$ cat config.mk
export PLATFORM = sky130hd
export DESIGN_NAME = awvd_back
export DESIGN_NICKNAME = d
export VERILOG_FILES = /design/src/sv/awvd_pkg.sv /design/src/sv/awvd_back.sv
export SDC_FILE = /design/constraint.sdc
export NUM_CORES = 1
export LEC_CHECK = 0
export ABC_AREA = 1
export BUFFER_PORTS_ARGS = -buffer_cell sky130_fd_sc_hd__buf_2
export CAP_MARGIN = 30
export CORE_MARGIN = 1.5
export CORE_UTILIZATION = 48
export DETAILED_ROUTE_END_ITERATION = 6
export GPL_TIMING_DRIVEN = 0
export SLEW_MARGIN = 25
export SYNTH_ARGS = -nofsm -noshare
export SYNTH_HDL_FRONTEND = slang
export SYNTH_SLANG_ARGS = --single-unit
$ cat constraint.sdc
create_clock -name clk_i -period 10.2 [get_ports clk_i]
set_input_delay 1.02 -clock clk_i [delete_from_list [all_inputs] [get_ports clk_i]]
set_output_delay 1.02 -clock clk_i [all_outputs]
set_load 0.02 [all_outputs]
$ cat src/sv/awvd_pkg.sv
// ----------------------------------------------------------------------------
// awvd_pkg
// Shared widths, constants and payload types of the alpha-weighted voxel
// downsampler.
// ----------------------------------------------------------------------------
package awvd_pkg;

  localparam int unsigned CORNERS        = 8;
  localparam int unsigned CHANNELS       = 3;
  localparam int unsigned BYTE_W         = 8;
  localparam int unsigned VOXEL_W        = 32;
  localparam int unsigned ALPHA_BYTE     = 3;
  localparam int unsigned PROD_W         = 2 * BYTE_W;
  localparam int unsigned ASUM_W         = 11;
  localparam int unsigned NUM_W          = 20;
  localparam int unsigned QUOT_W         = 8;
  localparam int unsigned QBIT_W         = $clog2(QUOT_W);
  localparam int unsigned BITS_PER_STAGE = 2;
  localparam int unsigned DIV_STAGES     = QUOT_W / BITS_PER_STAGE;
  localparam int unsigned ROUND_ALPHA    = 4;
  localparam int unsigned ALPHA_SHIFT    = 3;
  localparam int unsigned QUEUE_DEPTH    = 4;
  localparam int unsigned QUEUE_AW       = $clog2(QUEUE_DEPTH);
  localparam int unsigned FRONT_STAGES   = 2;
  localparam int unsigned CAPACITY       = FRONT_STAGES + QUEUE_DEPTH + DIV_STAGES;
  localparam int unsigned CNT_W          = $clog2(CAPACITY + 1);
  localparam int unsigned IN_W           = CORNERS * VOXEL_W;
  localparam int unsigned OUT_W          = 4 * BYTE_W;

  typedef struct packed {
    logic [CHANNELS-1:0][NUM_W-1:0] num;
    logic [ASUM_W-1:0]              den;
    logic                           zero;
    logic [BYTE_W-1:0]              alpha;
  } acc_t;

  typedef struct packed {
    logic [CHANNELS-1:0][NUM_W-1:0]  rem;
    logic [CHANNELS-1:0][QUOT_W-1:0] quot;
    logic [ASUM_W-1:0]               den;
    logic                            zero;
    logic [BYTE_W-1:0]               alpha;
  } quot_t;

endpackage

$ cat src/sv/awvd_back.sv
// ----------------------------------------------------------------------------
// awvd_back
// Pipelined restoring divider, two quotient bits per stage for all three
// colours; the last stage doubles as the output register.
// ----------------------------------------------------------------------------
module awvd_back (
  input  logic                        clk_i,
  input  logic                        rst_ni,
  input  logic                        acc_valid_i,
  output logic                        acc_ready_o,
  input  awvd_pkg::acc_t              acc_i,
  output logic                        m_tvalid_o,
  input  logic                        m_tready_i,
  output logic [awvd_pkg::OUT_W-1:0]  m_tdata_o
);

  localparam int unsigned LAST = awvd_pkg::DIV_STAGES - 1;

  awvd_pkg::quot_t st_q  [awvd_pkg::DIV_STAGES];
  awvd_pkg::quot_t st_in [awvd_pkg::DIV_STAGES];
  awvd_pkg::quot_t st_d  [awvd_pkg::DIV_STAGES];
  logic [awvd_pkg::DIV_STAGES-1:0] vld_q, vld_in, rdy;

  function automatic awvd_pkg::quot_t div_step(awvd_pkg::quot_t x, int unsigned k);
    awvd_pkg::quot_t         y;
    logic [awvd_pkg::NUM_W-1:0] trial;
    int unsigned             b;
    y = x;
    for (int j = 0; j < awvd_pkg::BITS_PER_STAGE; j++) begin
      b     = awvd_pkg::QUOT_W - 1 - k * awvd_pkg::BITS_PER_STAGE - j;
      trial = awvd_pkg::NUM_W'(x.den) << b;
      for (int ch = 0; ch < awvd_pkg::CHANNELS; ch++) begin
        if (y.rem[ch] >= trial) begin
          y.rem[ch]                              = y.rem[ch] - trial;
          y.quot[ch][b[awvd_pkg::QBIT_W-1:0]] = 1'b1;
        end
      end
    end
    return y;
  endfunction

  always_comb begin
    rdy[LAST] = !vld_q[LAST] || m_tready_i;
    for (int k = LAST - 1; k >= 0; k--) begin
      rdy[k] = !vld_q[k] || rdy[k+1];
    end
  end

  always_comb begin
    st_in[0].rem   = acc_i.num;
    st_in[0].quot  = '0;
    st_in[0].den   = acc_i.den;
    st_in[0].zero  = acc_i.zero;
    st_in[0].alpha = acc_i.alpha;
    vld_in[0]      = acc_valid_i;
    for (int k = 1; k < awvd_pkg::DIV_STAGES; k++) begin
      st_in[k]  = st_q[k-1];
      vld_in[k] = vld_q[k-1];
    end
    for (int k = 0; k < awvd_pkg::DIV_STAGES; k++) begin
      st_d[k] = div_step(st_in[k], k);
    end
  end

  always_ff @(posedge clk_i or negedge rst_ni) begin
    if (!rst_ni) begin
      vld_q <= '0;
    end else begin
      for (int k = 0; k < awvd_pkg::DIV_STAGES; k++) begin
        if (rdy[k]) vld_q[k] <= vld_in[k];
      end
    end
  end

  always_ff @(posedge clk_i) begin
    for (int k = 0; k < awvd_pkg::DIV_STAGES; k++) begin
      if (rdy[k] && vld_in[k]) st_q[k] <= st_d[k];
    end
  end

  always_comb begin
    m_tdata_o = '0;
    for (int ch = 0; ch < awvd_pkg::CHANNELS; ch++) begin
      m_tdata_o[ch*awvd_pkg::BYTE_W +: awvd_pkg::BYTE_W] =
        st_q[LAST].zero ? '0 : st_q[LAST].quot[ch];
    end
    m_tdata_o[awvd_pkg::ALPHA_BYTE*awvd_pkg::BYTE_W +: awvd_pkg::BYTE_W] = st_q[LAST].alpha;
  end

  assign acc_ready_o = rdy[0];
  assign m_tvalid_o  = vld_q[LAST];

endmodule

==> flow_metrics.tcl <==
set metrics [dict create \
    cts_resized 0 \
    critical_path.cell_chain "buf_2, inv_1, ha_1, nand2_1, o21ai_2, nand2_1, nand2_1, nand3_1, nand2_2, inv_1, buf_2, nand2_1, o21ai_0, ha_1, clkbuf_1, nand2_1, nor3_1, nand2_1, nor4_1, a21oi_1, nand3_1, nor2_4, buf_4, o21ai_0" \
    reg2reg_slack_ns 5.13 \
    ff2ff_path_depth 26 \
    design_area_um2 31500 \
    ys_ff_latch 313 \
    cpMaxStageDelayCell "inv_1" \
    cp_max_fo 12 \
    hpwl_mm 59.4 \
    crit_top_cell "nand2_1" \
    worst_ep_arrival_time_ns 5.43 \
    vias 24451 \
    die-area_um2 60800 \
    cts-buffers-inserted 38 \
    path_clk_slew_ns 0.06 \
    dieHeight_um 247 \
    boundaryPins 118 \
    synth.distinct_cells 56 \
    synth-main-ff-cell "edfxtp_1" \
    cts_tree "built" \
    synth_top_area_share_pct 32.6 \
    routed_via_density 5.10 \
    yosys.area.top_type "edfxtp_1" \
    synth_commonest_cells "nand2_1, inv_1, edfxtp_1" \
    place_congestion 0.921 \
    layout_min_cycle_time_ns 5.14 \
    drive_gt1_share_pct 8.88 \
    grt-ovfl-total 0 \
    drcViolationCount 0 \
    synth_area_um2 28500 \
    outcome "complete, no violations" \
    ir_worst_vdd_mv 0.146 \
    cp-start-kind "input pin" \
    p_leak_nw 14.9 \
    async_flop_share_pct 1.28 \
    rows 89 \
    drv_cap 0 \
    yosysSeqAreaShare_pct 32.9 \
    h-tree-depth 2 \
    placement.io_buffers 117 \
    critical_path_class "in -> reg" \
    finClkSkew_ns 0.0412 \
    post-synth-top-count-cell "nand2_1" \
    wirelength_mm 72.8 \
    cpPeakStageDelay_ns 0.56 \
    post_cts_buffers 0 \
    cts.path.max_buffers 3 \
    place_inst 4724 \
    placed_area_um2 30300 \
    hold_path_class "in -> async" \
    antenna_found_initial 0 \
    hold_viol_final 0 \
    syn-num-nets 4195 \
    initial_core_util_pct 48.4 \
    syn_inst 3826 \
    max_freq_mhz 195 \
    drtPass1Iterations 5 \
    critPathRequiredTime_ns 10.49 \
    report.final.slew_viol_count 0 \
    synth_area_leaders "edfxtp_1, nand2_1, ha_1" \
    power_density_nw_per_um2 294 \
    final_cells 4792 \
    clock_sinks 313 \
    crit_path_end_kind "flop" \
    ant_nets 0 \
    syn_avg_cell_area_um2 7.44 \
    r2r-start "st_q[1][13]" \
    insertion_delay_ns 0.58 \
    area_growth_pct 10.7 \
    synth_edf_count 309 \
    drt_iter0_drc 1331 \
    grt_pass1_vias 22857 \
    period_share_pct 50.4 \
    yosys_warnings 0 \
    fp.dieW_um 247 \
    track_usage_pct 24.0 \
    tightest_slew_ns 0.906 \
    nNetsFinal 4360 \
    grt_pass1_wl_mm 116 \
    whs_ns 0.257 \
    timing.rr.end "st_q[2][63]" \
    maxSlewHeadroom_pct 38.9 \
    coreArea_um2 58800 \
    setup_viol 0 \
    grt_max_degree 80 \
    diodes 0 \
    timing.setup.tns_ns 0 \
    hold_buffers 0 \
    clockRootBuffer "clkbuf_16" \
    rsz0062_at_grt "no" \
    finalPower_mw 9.28 \
    drt-wirelength-per-cell_um 15.2 \
]
## through the flow
step / util, % / setup WS [ns]
floorplan: - / 4.68
global placement: 51.1 / 2.61
detailed placement: 51.5 / 4.48
CTS: 53.6 / 5.06
global route: 53.6 / 4.61
finish: 53.6 / 5.06
## worst max-delay path: cells and delay by family
kind	cells	cell delay (ns)
AND/OR/NAND/NOR	12	1.61
buffers and inverters	6	1.43
AO/OA/AOI/OAI	4	0.79
adder cells (fa/ha/maj)	2	0.56
## worst max path at each step
stage                startpoint     endpoint  slack [ns]
floorplan            m_tready_i   st_q[0][0]        4.68
global placement     m_tready_i  st_q[0][65]        2.61
detailed placement    acc_i[10]  st_q[0][80]        4.48
CTS                   acc_i[10]  st_q[0][80]        5.06
global route        st_q[1][13]  st_q[2][63]        4.61
finish                acc_i[10]  st_q[0][80]        5.06
## cell families (layout without fill, tap and decap cells)
group	Yosys count	after routing	share of synthesized area, %
AND/OR/NAND/NOR	1894	1894	29.1
adder cells (fa/ha/maj)	285	285	13.1
buffers and inverters	595	788	8.41
flip-flops	313	313	32.9
AO/OA/AOI/OAI	550	550	10.7
XOR/XNOR	189	189	5.81
## power breakdown
group | switching [mW] | internal [mW]
clock network | 0.550 | 0.796
logic | 3.58 | 2.14
registers | 0.239 | 1.98
## cell type report
class	instances	area, um2
inverters	537	2030
multi-input cells	2918	16700
repair buffers	125	798
flip-flops and latches	313	9380
well taps	773	967
plain buffers	58	378
fillers	5817	27300
clock buffers	42	966
clock inverters	26	292
## cells in the final DEF (no fill, tap or decap), types with 14 or more instances in the layout
cell type	instances
nand2_1	1092
inv_1	515
edfxtp_1	309
nor2_1	293
ha_1	264
nand3_1	228
o21ai_0	215
a21oi_1	213
buf_2	133
xor2_1	102
nand4_1	101
xnor2_1	87
nor3_1	43
clkbuf_16	38
o21bai_1	27
nand2_2	27
a31oi_1	22
fa_1	21
a21o_1	19
clkbuf_1	19
inv_2	19
nand3b_1	18
buf_4	15
nor2_2	14
nor2_4	14
## state kept, by name, indices dropped and copies added (netlist names)
signal  flops
vld_q       4
st_q      309
## routing by layer
metal	up-vias	global-route usage [%]	part of all wire, %
met2	460	40.2	46
met3	123	2.37	3.7
met5	-	0	0
met1	10761	32.3	47
met4	0	8.41	3.5
li1	13107	-	-
Note: power is estimated with default switching activity, not from simulation.
