### src/sv/awvd_pkg.sv
// ----------------------------------------------------------------------------
// awvd_pkg
// Shared widths, constants and payload types of the alpha-weighted voxel
// downsampler.
// ----------------------------------------------------------------------------
package awvd_pkg;

  localparam int unsigned CORNERS        = 8;
  localparam int unsigned CHANNELS       = 3;
  localparam int unsigned BYTE_W         = 8;
  localparam int unsigned VOXEL_W        = 32;
  localparam int unsigned ALPHA_BYTE     = 3;
  localparam int unsigned PROD_W         = 2 * BYTE_W;
  localparam int unsigned ASUM_W         = 11;
  localparam int unsigned NUM_W          = 20;
  localparam int unsigned QUOT_W         = 8;
  localparam int unsigned QBIT_W         = $clog2(QUOT_W);
  localparam int unsigned BITS_PER_STAGE = 2;
  localparam int unsigned DIV_STAGES     = QUOT_W / BITS_PER_STAGE;
  localparam int unsigned ROUND_ALPHA    = 4;
  localparam int unsigned ALPHA_SHIFT    = 3;
  localparam int unsigned QUEUE_DEPTH    = 4;
  localparam int unsigned QUEUE_AW       = $clog2(QUEUE_DEPTH);
  localparam int unsigned FRONT_STAGES   = 2;
  localparam int unsigned CAPACITY       = FRONT_STAGES + QUEUE_DEPTH + DIV_STAGES;
  localparam int unsigned CNT_W          = $clog2(CAPACITY + 1);
  localparam int unsigned IN_W           = CORNERS * VOXEL_W;
  localparam int unsigned OUT_W          = 4 * BYTE_W;

  typedef struct packed {
    logic [CHANNELS-1:0][NUM_W-1:0] num;
    logic [ASUM_W-1:0]              den;
    logic                           zero;
    logic [BYTE_W-1:0]              alpha;
  } acc_t;

  typedef struct packed {
    logic [CHANNELS-1:0][NUM_W-1:0]  rem;
    logic [CHANNELS-1:0][QUOT_W-1:0] quot;
    logic [ASUM_W-1:0]               den;
    logic                            zero;
    logic [BYTE_W-1:0]               alpha;
  } quot_t;

endpackage

### src/sv/awvd_front.sv
// ----------------------------------------------------------------------------
// awvd_front
// Input stage: unpacks the eight corners, forms colour-times-alpha products and
// the alpha sum, then the rounded numerators, zero flag and output alpha.
// ----------------------------------------------------------------------------
module awvd_front (
  input  logic                        clk_i,
  input  logic                        rst_ni,
  input  logic                        s_tvalid_i,
  output logic                        s_tready_o,
  input  logic [awvd_pkg::IN_W-1:0]   s_tdata_i,
  output logic                        acc_valid_o,
  input  logic                        acc_ready_i,
  output awvd_pkg::acc_t              acc_o
);

  logic [awvd_pkg::CORNERS-1:0][awvd_pkg::CHANNELS-1:0][awvd_pkg::PROD_W-1:0] prod_d, prod_q;
  logic [awvd_pkg::ASUM_W-1:0] asum_d, asum_q;
  logic [awvd_pkg::ASUM_W-1:0] alpha_rnd;
  logic [awvd_pkg::CHANNELS-1:0][awvd_pkg::NUM_W-1:0] wsum;
  logic [awvd_pkg::VOXEL_W-1:0] voxel;
  logic [awvd_pkg::BYTE_W-1:0]  alpha;
  awvd_pkg::acc_t acc_d, acc_q;
  logic p1_valid_q, p2_valid_q;
  logic p1_en, p2_en;

  assign p2_en      = !p2_valid_q || acc_ready_i;
  assign p1_en      = !p1_valid_q || p2_en;
  assign s_tready_o = p1_en;

  always_comb begin
    prod_d = '0;
    asum_d = '0;
    voxel  = '0;
    alpha  = '0;
    for (int c = 0; c < awvd_pkg::CORNERS; c++) begin
      voxel  = s_tdata_i[c*awvd_pkg::VOXEL_W +: awvd_pkg::VOXEL_W];
      alpha  = voxel[awvd_pkg::ALPHA_BYTE*awvd_pkg::BYTE_W +: awvd_pkg::BYTE_W];
      asum_d = asum_d + awvd_pkg::ASUM_W'(alpha);
      for (int j = 0; j < awvd_pkg::CHANNELS; j++) begin
        prod_d[c][j] = awvd_pkg::PROD_W'(voxel[j*awvd_pkg::BYTE_W +: awvd_pkg::BYTE_W])
                     * awvd_pkg::PROD_W'(alpha);
      end
    end
  end

  always_comb begin
    wsum = '0;
    for (int j = 0; j < awvd_pkg::CHANNELS; j++) begin
      for (int c = 0; c < awvd_pkg::CORNERS; c++) begin
        wsum[j] = wsum[j] + awvd_pkg::NUM_W'(prod_q[c][j]);
      end
    end
    alpha_rnd = asum_q + awvd_pkg::ASUM_W'(awvd_pkg::ROUND_ALPHA);
    for (int j = 0; j < awvd_pkg::CHANNELS; j++) begin
      acc_d.num[j] = wsum[j] + awvd_pkg::NUM_W'(asum_q >> 1);
    end
    acc_d.den   = asum_q;
    acc_d.zero  = (asum_q == '0);
    acc_d.alpha = alpha_rnd[awvd_pkg::ALPHA_SHIFT +: awvd_pkg::BYTE_W];
  end

  always_ff @(posedge clk_i or negedge rst_ni) begin
    if (!rst_ni) begin
      p1_valid_q <= 1'b0;
      p2_valid_q <= 1'b0;
    end else begin
      if (p1_en) p1_valid_q <= s_tvalid_i;
      if (p2_en) p2_valid_q <= p1_valid_q;
    end
  end

  always_ff @(posedge clk_i) begin
    if (p1_en && s_tvalid_i) begin
      prod_q <= prod_d;
      asum_q <= asum_d;
    end
    if (p2_en && p1_valid_q) acc_q <= acc_d;
  end

  assign acc_valid_o = p2_valid_q;
  assign acc_o       = acc_q;

endmodule

### config.mk
export PLATFORM = sky130hd
export DESIGN_NAME = awvd_front
export DESIGN_NICKNAME = d
export VERILOG_FILES = /design/src/sv/awvd_pkg.sv /design/src/sv/awvd_front.sv
export SDC_FILE = /design/constraint.sdc
export NUM_CORES = 2
export LEC_CHECK = 0
export BUFFER_PORTS_ARGS = -buffer_cell sky130_fd_sc_hd__buf_2
export CAP_MARGIN = 20
export CORE_MARGIN = 4
export CORE_UTILIZATION = 39
export CTS_BUF_LIST = sky130_fd_sc_hd__clkbuf_4
export DETAILED_ROUTE_END_ITERATION = 8
export GPL_ROUTABILITY_DRIVEN = 1
export GPL_TIMING_DRIVEN = 1
export MAX_ROUTING_LAYER = met4
export SYNTH_ARGS = -nofsm -noshare
export SYNTH_HDL_FRONTEND = slang
export SYNTH_SLANG_ARGS = --single-unit
### constraint.sdc
create_clock -name clk_i -period 11.26 [get_ports clk_i]
set_input_delay 1.126 -clock clk_i [delete_from_list [all_inputs] [get_ports clk_i]]
set_output_delay 1.126 -clock clk_i [all_outputs]
set_load 0.05 [all_outputs]
==> metrics.yaml <==
clocking:
  cts_tree: "yes"
  clkLatencyLatePin_ns: 1.20
  cts_hold_buf: 1
  numCtsBuffers: 144
  cts_root_buf: "clkbuf_4"
  cts_resized: 0
  htreeDepth: 4
  cts.sinks: 477
  cts_setup_buffers: 0
  clk_pin_slew_ns: 0.08
  cts_buffer_depth: 3
floorplanning:
  ios: 342
  core-area_um2: 200000
  fp.dieW_um: 457
  placementRows: 164
  start_util: 0.393
  die_y_um: 457
  dieArea_um2: 208000
sta:
  drv_slew: 0
  timing.fmax_mhz: 180
  fin_worst_skew_ns: 0.118
  finalSetupTns_ns: 0
  post-route-min-period_ns: 5.55
  setup_viol: 0
  rsz0062_at_grt: "no"
  worstMarginPinSlew_ns: 1.07
  finalHoldViolations: 0
  finalCritPeriodShare: 0.492
  slew_headroom: 0.286
  worst_slack_ns: 5.71
routing:
  routedWlPerCell_um: 20.6
  via_count: 56632
  drc: 0
  via_per_inst: 5.08
  drtAntennaViolNets: 0
  drt-initial-drc-count: 3591
  wirelength_mm: 230
  firstDrtPassIters: 5
critical_path:
  critPathMostFrequentCell: "fa_1"
  critPathKind: "reg2reg"
  worstPathBufferInverterCount: 2
  worstPathMaxFanout: 6
  path_delay_family: "adder cells"
  arrival_ns: 6.43
  crit_chain: "fa_1 -> fa_1 -> fa_1 -> inv_1 -> fa_1 -> inv_1 -> ha_1 -> and3_1 -> and3_1 -> a211oi_1 -> o21ai_1 -> xor2_1"
  slowest_stage: "edfxtp_1"
  end_kind: "flop"
  max_stage_delay_ns: 0.76
  cp-start-kind: "flop"
  required_ns: 12.15
logic_synthesis:
  yosys_warnings: 0
  synth_nets: 10453
  yosysSeqAreaShare: 0.182
  synthFlopType: "edfxtp_1"
  async_flop_share: 0.00419
  ys_ff_latch: 477
  synth_area_leader_cell: "fa_1"
  netlist_area_um2: 78500
  ys_types: 73
  syn_area_per_cell_um2: 9.79
  synthCells: 8012
  synth_edf_count: 475
  synthTopCellsByArea: "fa_1, edfxtp_1, ha_1"
  synth_top_area_share: 0.312
place:
  dp_hpwl_mm: 192
  gp_congestion: 0.937
  numPortBuffers: 341
  place_ws_ns: 5.28
grt:
  overflow: 0
  grt_usage: 0.229
  grt_pass1_vias: 58963
  grt_pass1_wl_mm: 353
  grt_max_degree: 169
  antenna_found_initial: 45
worst_hold_path:
  hp-class: "in2reg"
cells_and_area:
  nNetsFinal: 10798
  drive_gt1_frac: 0.0722
  area_growth_pct: 8.29
run_status:
  status: "complete, no violations"
flow_run:
  drv_cap: 0
## sequential cells by signal, indices dropped and copies added, names as in the netlist
register,flops
asum_q,11
p1_valid_q,1
prod_q,384
acc_o,80
acc_valid_o,1
## cell type report
| type | count | area (um^2) |
|---|---|---|
| multi-input cells | 5508 | 56500 |
| clock inverters | 65 | 438 |
| diodes | 37 | 92.6 |
| repair buffers | 349 | 1800 |
| fillers | 19599 | 115000 |
| inverters | 1877 | 7050 |
| flip-flops and latches | 477 | 14300 |
| well taps | 2656 | 3320 |
| clock buffers | 188 | 1410 |
## path summary, 6_finish.rpt
| check | start | to | slack, ns | cells after the start |
|---|---|---|---|---|
| min in group asynchronous | rst_ni | p1_valid_q$_DFFE_PN0N_ | 0.30 | 2 |
| worst min-delay path | s_tvalid_i | p1_valid_q$_DFFE_PN0N_ | 0.21 | 2 |
| max in group asynchronous | rst_ni | acc_valid_o$_DFFE_PN0P_ | 10.87 | 2 |
| worst min register to register | p1_valid_q$_DFFE_PN0N_ | acc_valid_o$_DFFE_PN0P_ | 0.51 | 1 |
| worst max register to register | asum_q[10]$_DFFE_PP_ | acc_o[75]$_DFFE_PP_ | 5.71 | 12 |
| worst max-delay path | asum_q[10]$_DFFE_PP_ | acc_o[75]$_DFFE_PP_ | 5.71 | 12 |
## layout by cell type, fill, tap and decap left out, types with 41 or more instances in the layout
cell type	count
edfxtp_1	475
fa_1	1223
a21o_1	96
nor3_1	150
buf_2	341
ha_1	958
a21oi_1	197
xor2_1	85
o211ai_1	54
and3_1	41
nor2_1	189
and2_1	1183
o21ai_0	96
nand2_1	516
clkbuf_4	188
nand3_1	42
inv_1	1877
xnor2_1	197
## metal layers
metal  share of wire  track usage  vias up
li1                -            -    25950
met1            0.43        0.291    28665
met2            0.47        0.366     1624
met3           0.050       0.0287      393
met4           0.053        0.106        0
met5               0            -        -
## through the flow
step / cell area [um^2] / hold WS [ns] / instances / utilization
after global placement: 83000 / 0.475 / 10865 / 0.415
after detailed placement: 83000 / 0.492 / 10865 / 0.415
final: 85000 / 0.206 / 11157 / 0.425
after floorplan: 78500 / 0.427 / 8012 / -
after global routing: 85000 / 0.0873 / 11150 / 0.425
after CTS: 84900 / 0.0418 / 11119 / 0.425
## synth_stat cells, types with 38 or more instances
cell type / instances
a21o_1: 96
a21oi_1: 197
and2_1: 1185
and3_1: 41
clkbuf_1: 148
edfxtp_1: 475
fa_1: 1223
ha_1: 958
inv_1: 1877
nand2_1: 516
nand3_1: 42
nor2_1: 189
nor3_1: 150
o211a_1: 38
o211ai_1: 54
o21ai_0: 96
xnor2_1: 197
xor2_1: 85
## worst reg2reg max path: stages (launching register included)
cell,delay [ns]
edfxtp_1,0.76
fa_1,0.64
fa_1,0.55
fa_1,0.55
inv_1,0.05
fa_1,0.48
inv_1,0.04
ha_1,0.34
and3_1,0.26
and3_1,0.19
a211oi_1,0.58
o21ai_1,0.29
xor2_1,0.50
## cells by family (layout without fill, tap and decap cells)
family | after synthesis | count (layout) | synth area share
and+or+nand+nor | 2313 | 2313 | 0.160
xor gates and xnor gates | 282 | 282 | 0.0315
adders and majority gates | 2181 | 2181 | 0.465
buffers and inverters | 2027 | 2479 | 0.0970
muxes | 13 | 13 | 0.00171
DFF | 477 | 477 | 0.182
AOI/OAI and AO/OA | 719 | 719 | 0.0627
other | 0 | 37 | 0
Power is not shown: default switching activity piles up to over one toggle a cycle in this logic, so the estimate is an artifact.
