## config.mk

```make
export PLATFORM = sky130hd
export DESIGN_NAME = awvd_queue
export DESIGN_NICKNAME = d
export VERILOG_FILES = /design/src/sv/awvd_pkg.sv /design/src/sv/awvd_queue.sv
export SDC_FILE = /design/constraint.sdc
export NUM_CORES = 1
export LEC_CHECK = 0
export CAP_MARGIN = 20
export CORE_AREA = 8 8 209 161
export DETAILED_ROUTE_END_ITERATION = 8
export DIE_AREA = 0 0 217 169
export DONT_BUFFER_PORTS = 1
export SYNTH_ARGS = -nofsm -noshare
export SYNTH_HDL_FRONTEND = slang
export SYNTH_SLANG_ARGS = --single-unit
export TNS_END_PERCENT = 5
```

## constraint.sdc

```tcl
create_clock -name clk_i -period 6.57 [get_ports clk_i]
set_input_delay 0.657 -clock clk_i [delete_from_list [all_inputs] [get_ports clk_i]]
set_output_delay 0.657 -clock clk_i [all_outputs]
set_load 0.05 [all_outputs]
```

## src/sv/awvd_pkg.sv

```systemverilog
// ----------------------------------------------------------------------------
// awvd_pkg
// Shared widths, constants and payload types of the alpha-weighted voxel
// downsampler.
// ----------------------------------------------------------------------------
package awvd_pkg;

  localparam int unsigned CORNERS        = 8;
  localparam int unsigned CHANNELS       = 3;
  localparam int unsigned BYTE_W         = 8;
  localparam int unsigned VOXEL_W        = 32;
  localparam int unsigned ALPHA_BYTE     = 3;
  localparam int unsigned PROD_W         = 2 * BYTE_W;
  localparam int unsigned ASUM_W         = 11;
  localparam int unsigned NUM_W          = 20;
  localparam int unsigned QUOT_W         = 8;
  localparam int unsigned QBIT_W         = $clog2(QUOT_W);
  localparam int unsigned BITS_PER_STAGE = 2;
  localparam int unsigned DIV_STAGES     = QUOT_W / BITS_PER_STAGE;
  localparam int unsigned ROUND_ALPHA    = 4;
  localparam int unsigned ALPHA_SHIFT    = 3;
  localparam int unsigned QUEUE_DEPTH    = 4;
  localparam int unsigned QUEUE_AW       = $clog2(QUEUE_DEPTH);
  localparam int unsigned FRONT_STAGES   = 2;
  localparam int unsigned CAPACITY       = FRONT_STAGES + QUEUE_DEPTH + DIV_STAGES;
  localparam int unsigned CNT_W          = $clog2(CAPACITY + 1);
  localparam int unsigned IN_W           = CORNERS * VOXEL_W;
  localparam int unsigned OUT_W          = 4 * BYTE_W;

  typedef struct packed {
    logic [CHANNELS-1:0][NUM_W-1:0] num;
    logic [ASUM_W-1:0]              den;
    logic                           zero;
    logic [BYTE_W-1:0]              alpha;
  } acc_t;

  typedef struct packed {
    logic [CHANNELS-1:0][NUM_W-1:0]  rem;
    logic [CHANNELS-1:0][QUOT_W-1:0] quot;
    logic [ASUM_W-1:0]               den;
    logic                            zero;
    logic [BYTE_W-1:0]               alpha;
  } quot_t;

endpackage

```

## src/sv/awvd_queue.sv

```systemverilog
// ----------------------------------------------------------------------------
// awvd_queue
// Short FIFO between the front and the divider, so each side stalls alone.
// ----------------------------------------------------------------------------
module awvd_queue (
  input  logic           clk_i,
  input  logic           rst_ni,
  input  logic           push_valid_i,
  output logic           push_ready_o,
  input  awvd_pkg::acc_t push_data_i,
  output logic           pop_valid_o,
  input  logic           pop_ready_i,
  output awvd_pkg::acc_t pop_data_o
);

  awvd_pkg::acc_t mem_q [awvd_pkg::QUEUE_DEPTH];
  logic [awvd_pkg::QUEUE_AW-1:0] wr_ptr_q, rd_ptr_q;
  logic [awvd_pkg::QUEUE_AW:0]   cnt_q, cnt_d;
  logic push, pop;

  assign push_ready_o = (cnt_q != (awvd_pkg::QUEUE_AW+1)'(awvd_pkg::QUEUE_DEPTH));
  assign pop_valid_o  = (cnt_q != '0);
  assign push         = push_valid_i && push_ready_o;
  assign pop          = pop_valid_o && pop_ready_i;
  assign pop_data_o   = mem_q[rd_ptr_q];

  always_comb begin
    cnt_d = cnt_q;
    if (push && !pop) cnt_d = cnt_q + 1'b1;
    if (pop && !push) cnt_d = cnt_q - 1'b1;
  end

  always_ff @(posedge clk_i or negedge rst_ni) begin
    if (!rst_ni) begin
      wr_ptr_q <= '0;
      rd_ptr_q <= '0;
      cnt_q    <= '0;
    end else begin
      cnt_q <= cnt_d;
      if (push) wr_ptr_q <= wr_ptr_q + 1'b1;
      if (pop)  rd_ptr_q <= rd_ptr_q + 1'b1;
    end
  end

  always_ff @(posedge clk_i) begin
    if (push) mem_q[wr_ptr_q] <= push_data_i;
  end

endmodule

```

==> results of run 1 <==
-- what timing repair did --
item	4_1_cts	5_1_grt
setup endpoints to repair	0	0
hold buffers	1	0
endpoints found under the hold margin	7	0
buffers inserted	0	0
-- cell type report --
class                           count  area [um^2]
Clock inverter                     21          144
Sequential cell                   327         9790
Fill cell                        2579        17200
Multi-Input combinational cell    104         2050
Inverter                            6         22.5
Tap cell                          406          508
Clock buffer                       35          791
Timing Repair Buffer                7         55.1
-- sequential cells by signal, summed over array words and instances, names as in the netlist --
signal and flops:
mem_q 320, wr_ptr_q 2, cnt_q 3, rd_ptr_q 2
-- per-stage QoR --
stage               cells  utilization (%)
detailed placement    849             40.7
finish                906             43.7
global route          906             43.7
global placement      849             40.7
CTS                   906             43.7
floorplan             455                -
-- layout by cell type, fill, tap and decap left out, types with 3 or more instances in the layout --
cell type,Yosys,layout
clkinv_1,0,8
clkinv_2,0,8
dfrtp_1,7,5
edfxtp_1,320,320
ha_1,5,5
xnor2_1,3,3
buf_4,2,6
and3_4,0,4
inv_1,6,6
xor2_1,3,3
mux4_2,80,80
clkbuf_1,7,4
clkbuf_16,0,31
-- worst max-delay path, cell delays in order, from the launching register on --
cell	delay [ps]
dfrtp_4	1030
buf_4	690
mux4_2	760
-- routing by layer --
| layer | wire length, um | vias up | GRT usage, % |
|---|---|---|---|
| li1 | - | 1994 | - |
| met1 | 8310 | 2425 | 14.2 |
| met2 | 10400 | 185 | 18.8 |
| met3 | 2690 | 42 | 6.14 |
| met4 | 509 | 0 | 3.02 |
| met5 | 0 | - | 0 |
-- logic make-up (layout without fill, tap and decap cells) --
logic type | after synthesis | in the layout
and+or+nand+nor | 9 | 9
xor gates and xnor gates | 6 | 6
DFF | 327 | 327
AOI/OAI and AO/OA | 1 | 1
muxes | 82 | 82
adders and majority gates | 6 | 6
buffers and inverters | 24 | 69
-- final timing paths --
check	end	slack, ps	cells past startpoint
min in group asynchronous	cnt_q[0]	420	1
worst min register to register	cnt_q[2]	530	1
worst max-delay path	pop_data_o[54]	2820	2
max in group asynchronous	rd_ptr_q[0]	5880	1
worst max register to register	mem_q[2][53]	4020	3
worst min-delay path	mem_q[0][61]	180	0
==> results.tsv, run 1 <==
metric	value	unit
status	finished clean	
setup_viol	0	
htreeDepth	1	
end_kind	output pin	
drt-wirelength-per-cell	24.2	um
finalCritPeriodShare	57.0	%
antenna_found_initial	0	
synthMuxAreaShare	15.3	%
worst_hold_slack	179	ps
dpl-instance-area	12400	um^2
synth_edf_count	320	
drive_above_1_share	28.2	%
synthSimpleGateAreaFrac	0.545	%
rows	56	
tightest_slew	1020	ps
synth_most_common_cell	edfxtp_1	
die_w	217	um
cts_buffers	31	
ys_types	20	
setup_tns	0	ps
drtAntennaViolNets	0	
cp-start-kind	register	
pre_cts_slack	3250	ps
vias	4646	
area_growth	12.0	%
synth_compound_area_share	0.0839	%
async_flop_share	2.14	%
die_h	169	um
synth_common_cells	edfxtp_1 (320), mux4_2 (80), buf_2 (9)	
clock_latency	570	ps
clockRootBuffer	clkbuf_16	
dieArea	36700	um^2
clk_pin_slew	60	ps
ys_seq_area_share	82.0	%
synthCells	455	
setup_slack	2820	ps
grt.total_usage	11.9	%
routed_wl	21900	um
syn_area_per_cell	26.2	um^2
cp.required	5910	ps
fin_crit	3750	ps
first_iter_violations	403	
gp_congestion	0.756	
start_util	39.1	%
syn_nets	545	
yosys.area.top_type	edfxtp_1	
n_antenna_cell	0	
yosys_most_used_dff	edfxtp_1	
rr_startpoint	cnt_q[2]	
fmax	0.267	GHz
first_pass_iters	4	
crit_arrival	3090	ps
stdcell_area	13400	um^2
postCtsResizedCells	0	
worstSetupPathType	register to output pin	
core_area	30500	um^2
drc	0	
cap_violations	0	
grt_max_degree	67	
slew-limit-headroom	31.7	%
io_pins	166	
cp-startpoint	rd_ptr_q[0]	
grt_overflow	0	
worst-path-max-fanout	48	
tritoncts	done	
fin_skew	13.4	ps
synth_top_area_share	80.5	%
synth_adder_area_share	0.692	%
syn_area	11900	um^2
dp_hpwl	13700	um
grt_pass1_wl	33100	um
hp-class	input pin to register	
synth_top_family_by_area	multiplexers	
yosysWarnings	0	
clock_path_buffers	3	
portBuffers	0	
cts.sinks	327	
rsz0062_at_grt	no	
synth-xor-area-share	0.440	%
ys_ff_latch	327	
slew_violations	0	
via_per_inst	5.13	
grt_pass1_vias	5123	
nNetsFinal	567	
worstHoldStart	push_data_i[61]	
final-hold-violation-count	0	
synth.area.top_cells	edfxtp_1 (81%), mux4_2 (15%), dfrtp_1 (1.5%)	
Power of run 1 is not shown: default switching activity piles up to over one toggle a cycle in this logic, so the estimate is an artifact.
==> run 2, diff against run 1 <==
==> constraint.sdc (replaced) <==
create_clock -name clk_i -period 3.3 [get_ports clk_i]
set_input_delay 0.33 -clock clk_i [delete_from_list [all_inputs] [get_ports clk_i]]
set_output_delay 0.33 -clock clk_i [all_outputs]
set_load 0.05 [all_outputs]
==> results.tsv, run 2 (synthesized netlist as in run 1, its figures left out) <==
metric	value	unit	change
fin_skew	16.5	ps	was 13.4 ps
crit_arrival	2500	ps	was 3090 ps
dieArea	36700	um^2	unchanged
path_cells	buf_4, mux4_2		unchanged
largest_register	mem_q		unchanged
p_int	0.00909	W	
portBuffers	0		unchanged
end_kind	output pin		unchanged
tritoncts	done		unchanged
antenna_found_initial	3		was 0
slowest_delay	800	ps	was 1030 ps
area_growth	20.9	%	was 12.0%
die_w	217	um	unchanged
setup_viol	0		unchanged
crit_slowest_cell	dfrtp_4		unchanged
hp-class	input pin to asynchronous set/reset pin		was input pin to register
via_per_inst	5.03		was 5.13
clockRootBuffer	clkbuf_16		unchanged
final_cell_mix	edfxtp_1 (320), dlygate4sd3_1 (83), mux4_2 (80), clkbuf_16 (31), clkinv_2 (8)		was edfxtp_1 (320), mux4_2 (80), clkbuf_16 (31), clkinv_1 (8), clkinv_2 (8)
setup_slack	469	ps	was 2820 ps
cts.sinks	327		unchanged
slew-limit-headroom	59.7	%	was 31.7%
tightest_slew	605	ps	was 1020 ps
p_leak	4.60	nW	
cap_violations	0		unchanged
die_h	169	um	unchanged
final_util	47.2	%	was 43.7%
clk_pin_slew	60	ps	about the same
status	finished clean		unchanged
swShare	38.5	%	
io_pins	166		unchanged
grt_max_degree	58		was 67
largest_register_ffs	320		unchanged
p_sw	0.00569	W	
slew_violations	0		unchanged
final-hold-violation-count	0		unchanged
worst-path-max-fanout	28		was 48
nNetsFinal	652		was 567
clock_path_buffers	3		unchanged
rows	56		unchanged
cts_buffers	31		unchanged
htreeDepth	1		unchanged
grt_pass1_wl	34800	um	was 33100 um
drtAntennaViolNets	0		unchanged
p_per_area	1020	nW/um^2	
grt.total_usage	12.4	%	was 11.9%
grt_overflow	0		unchanged
cp.required	2970	ps	was 5910 ps
cp-start-kind	register		unchanged
gp_congestion	0.716		was 0.756
drt-wirelength-per-cell	23.0	um	was 24.2 um
dp_hpwl	13700	um	about the same
finalCritPeriodShare	85.8	%	
ir_drop	0.673	mV	
final_common_cell	edfxtp_1		unchanged
vias	4995		was 4646
instances_no_fill	994		was 906
start_util	39.1	%	unchanged
worstSetupPathType	register to output pin		unchanged
hold_buffers	83		was 1
grt_pass1_vias	5550		was 5123
pre_cts_slack	986	ps	was 3250 ps
setup_tns	0	ps	unchanged
core_area	30500	um^2	unchanged
drc	0		unchanged
rsz0062_at_grt	no		unchanged
fin_crit	2830	ps	
first_pass_iters	4		unchanged
drive_above_1_share	25.4	%	was 28.2%
seqPwrFrac	39.6	%	
clock_latency	560	ps	was 570 ps
top_regs	mem_q: 320 flops, cnt_q: 3 flops		unchanged
fmax	0.353	GHz	
clkPwrFrac	24.8	%	
post_cts_buffers	0		unchanged
postCtsResizedCells	0		unchanged
routed_wl	22900	um	was 21900 um
first_iter_violations	290		was 403
power_frac_comb	35.6	%	
post-place-cells	852		was 849
[run 2: changes by cell type in the layout (fill, tap and decap cells not counted), sizes merged]
cell,change
clkbuf,-1
clkinv,-3
bufinv,+5
buf,+3
diode,+2
dlygate4sd3,+82
[run 2: final cells by class]
class                           instances  area [um^2]
Sequential cell                       327         9790
Tap cell                              406          508
Clock buffer                           34          787
Timing Repair Buffer                   92          986
Multi-Input combinational cell        104         2050
Clock inverter                         23          272
Inverter                                6         22.5
Fill cell                            2507        16100
Antenna cell                            2         5.00
[run 2: path summary, 6_finish.rpt]
check | slack, ps | cells after the start | from | endpoint
min in group clk_i | 240 | 1 | push_valid_i | mem_q[2][74]
min | 110 | 1 | rst_ni | rd_ptr_q[0]
max reg2reg | 980 | 9 | cnt_q[0] | cnt_q[2]
max in group asynchronous | 2880 | 1 | rst_ni | rd_ptr_q[1]
max | 470 | 2 | rd_ptr_q[0] | pop_data_o[50]
min reg2reg | 510 | 1 | cnt_q[2] | cnt_q[2]
[run 2: through the flow]
step                total power, W  hold slack, ps  area, um^2
floorplan                   0.0103            34.4       11900
global placement            0.0111            34.6       12500
detailed placement          0.0112            34.7       12500
CTS                         0.0151            77.8       14400
global route                0.0154             103       14400
finish                      0.0148             111       14400
[run 2: power by group through the flow]
stage	sequential [W]	combinational [W]	clock [W]
after global placement	0.00590	0.00523	0
after detailed placement	0.00597	0.00527	0
after floorplan	0.00571	0.00455	0
after global routing	0.00594	0.00552	0.00391
after CTS	0.00588	0.00541	0.00377
final	0.00585	0.00527	0.00366
[run 2: critical path, delay by kind of cell (launching register included)]
kind | cells | cell delay [ps]
DFF | 1 | 800
buffers and inverters | 1 | 370
muxes | 1 | 720
[run 2: layer usage]
layer	vias up	part of all wire (%)	track usage, %
li1	2174	-	-
met1	2647	40	14.8
met2	131	50	20.9
met3	39	7.6	4.62
met4	4	2.2	2.99
met5	-	0.096	0
No activity file was read; power rests on OpenSTA's default activity.
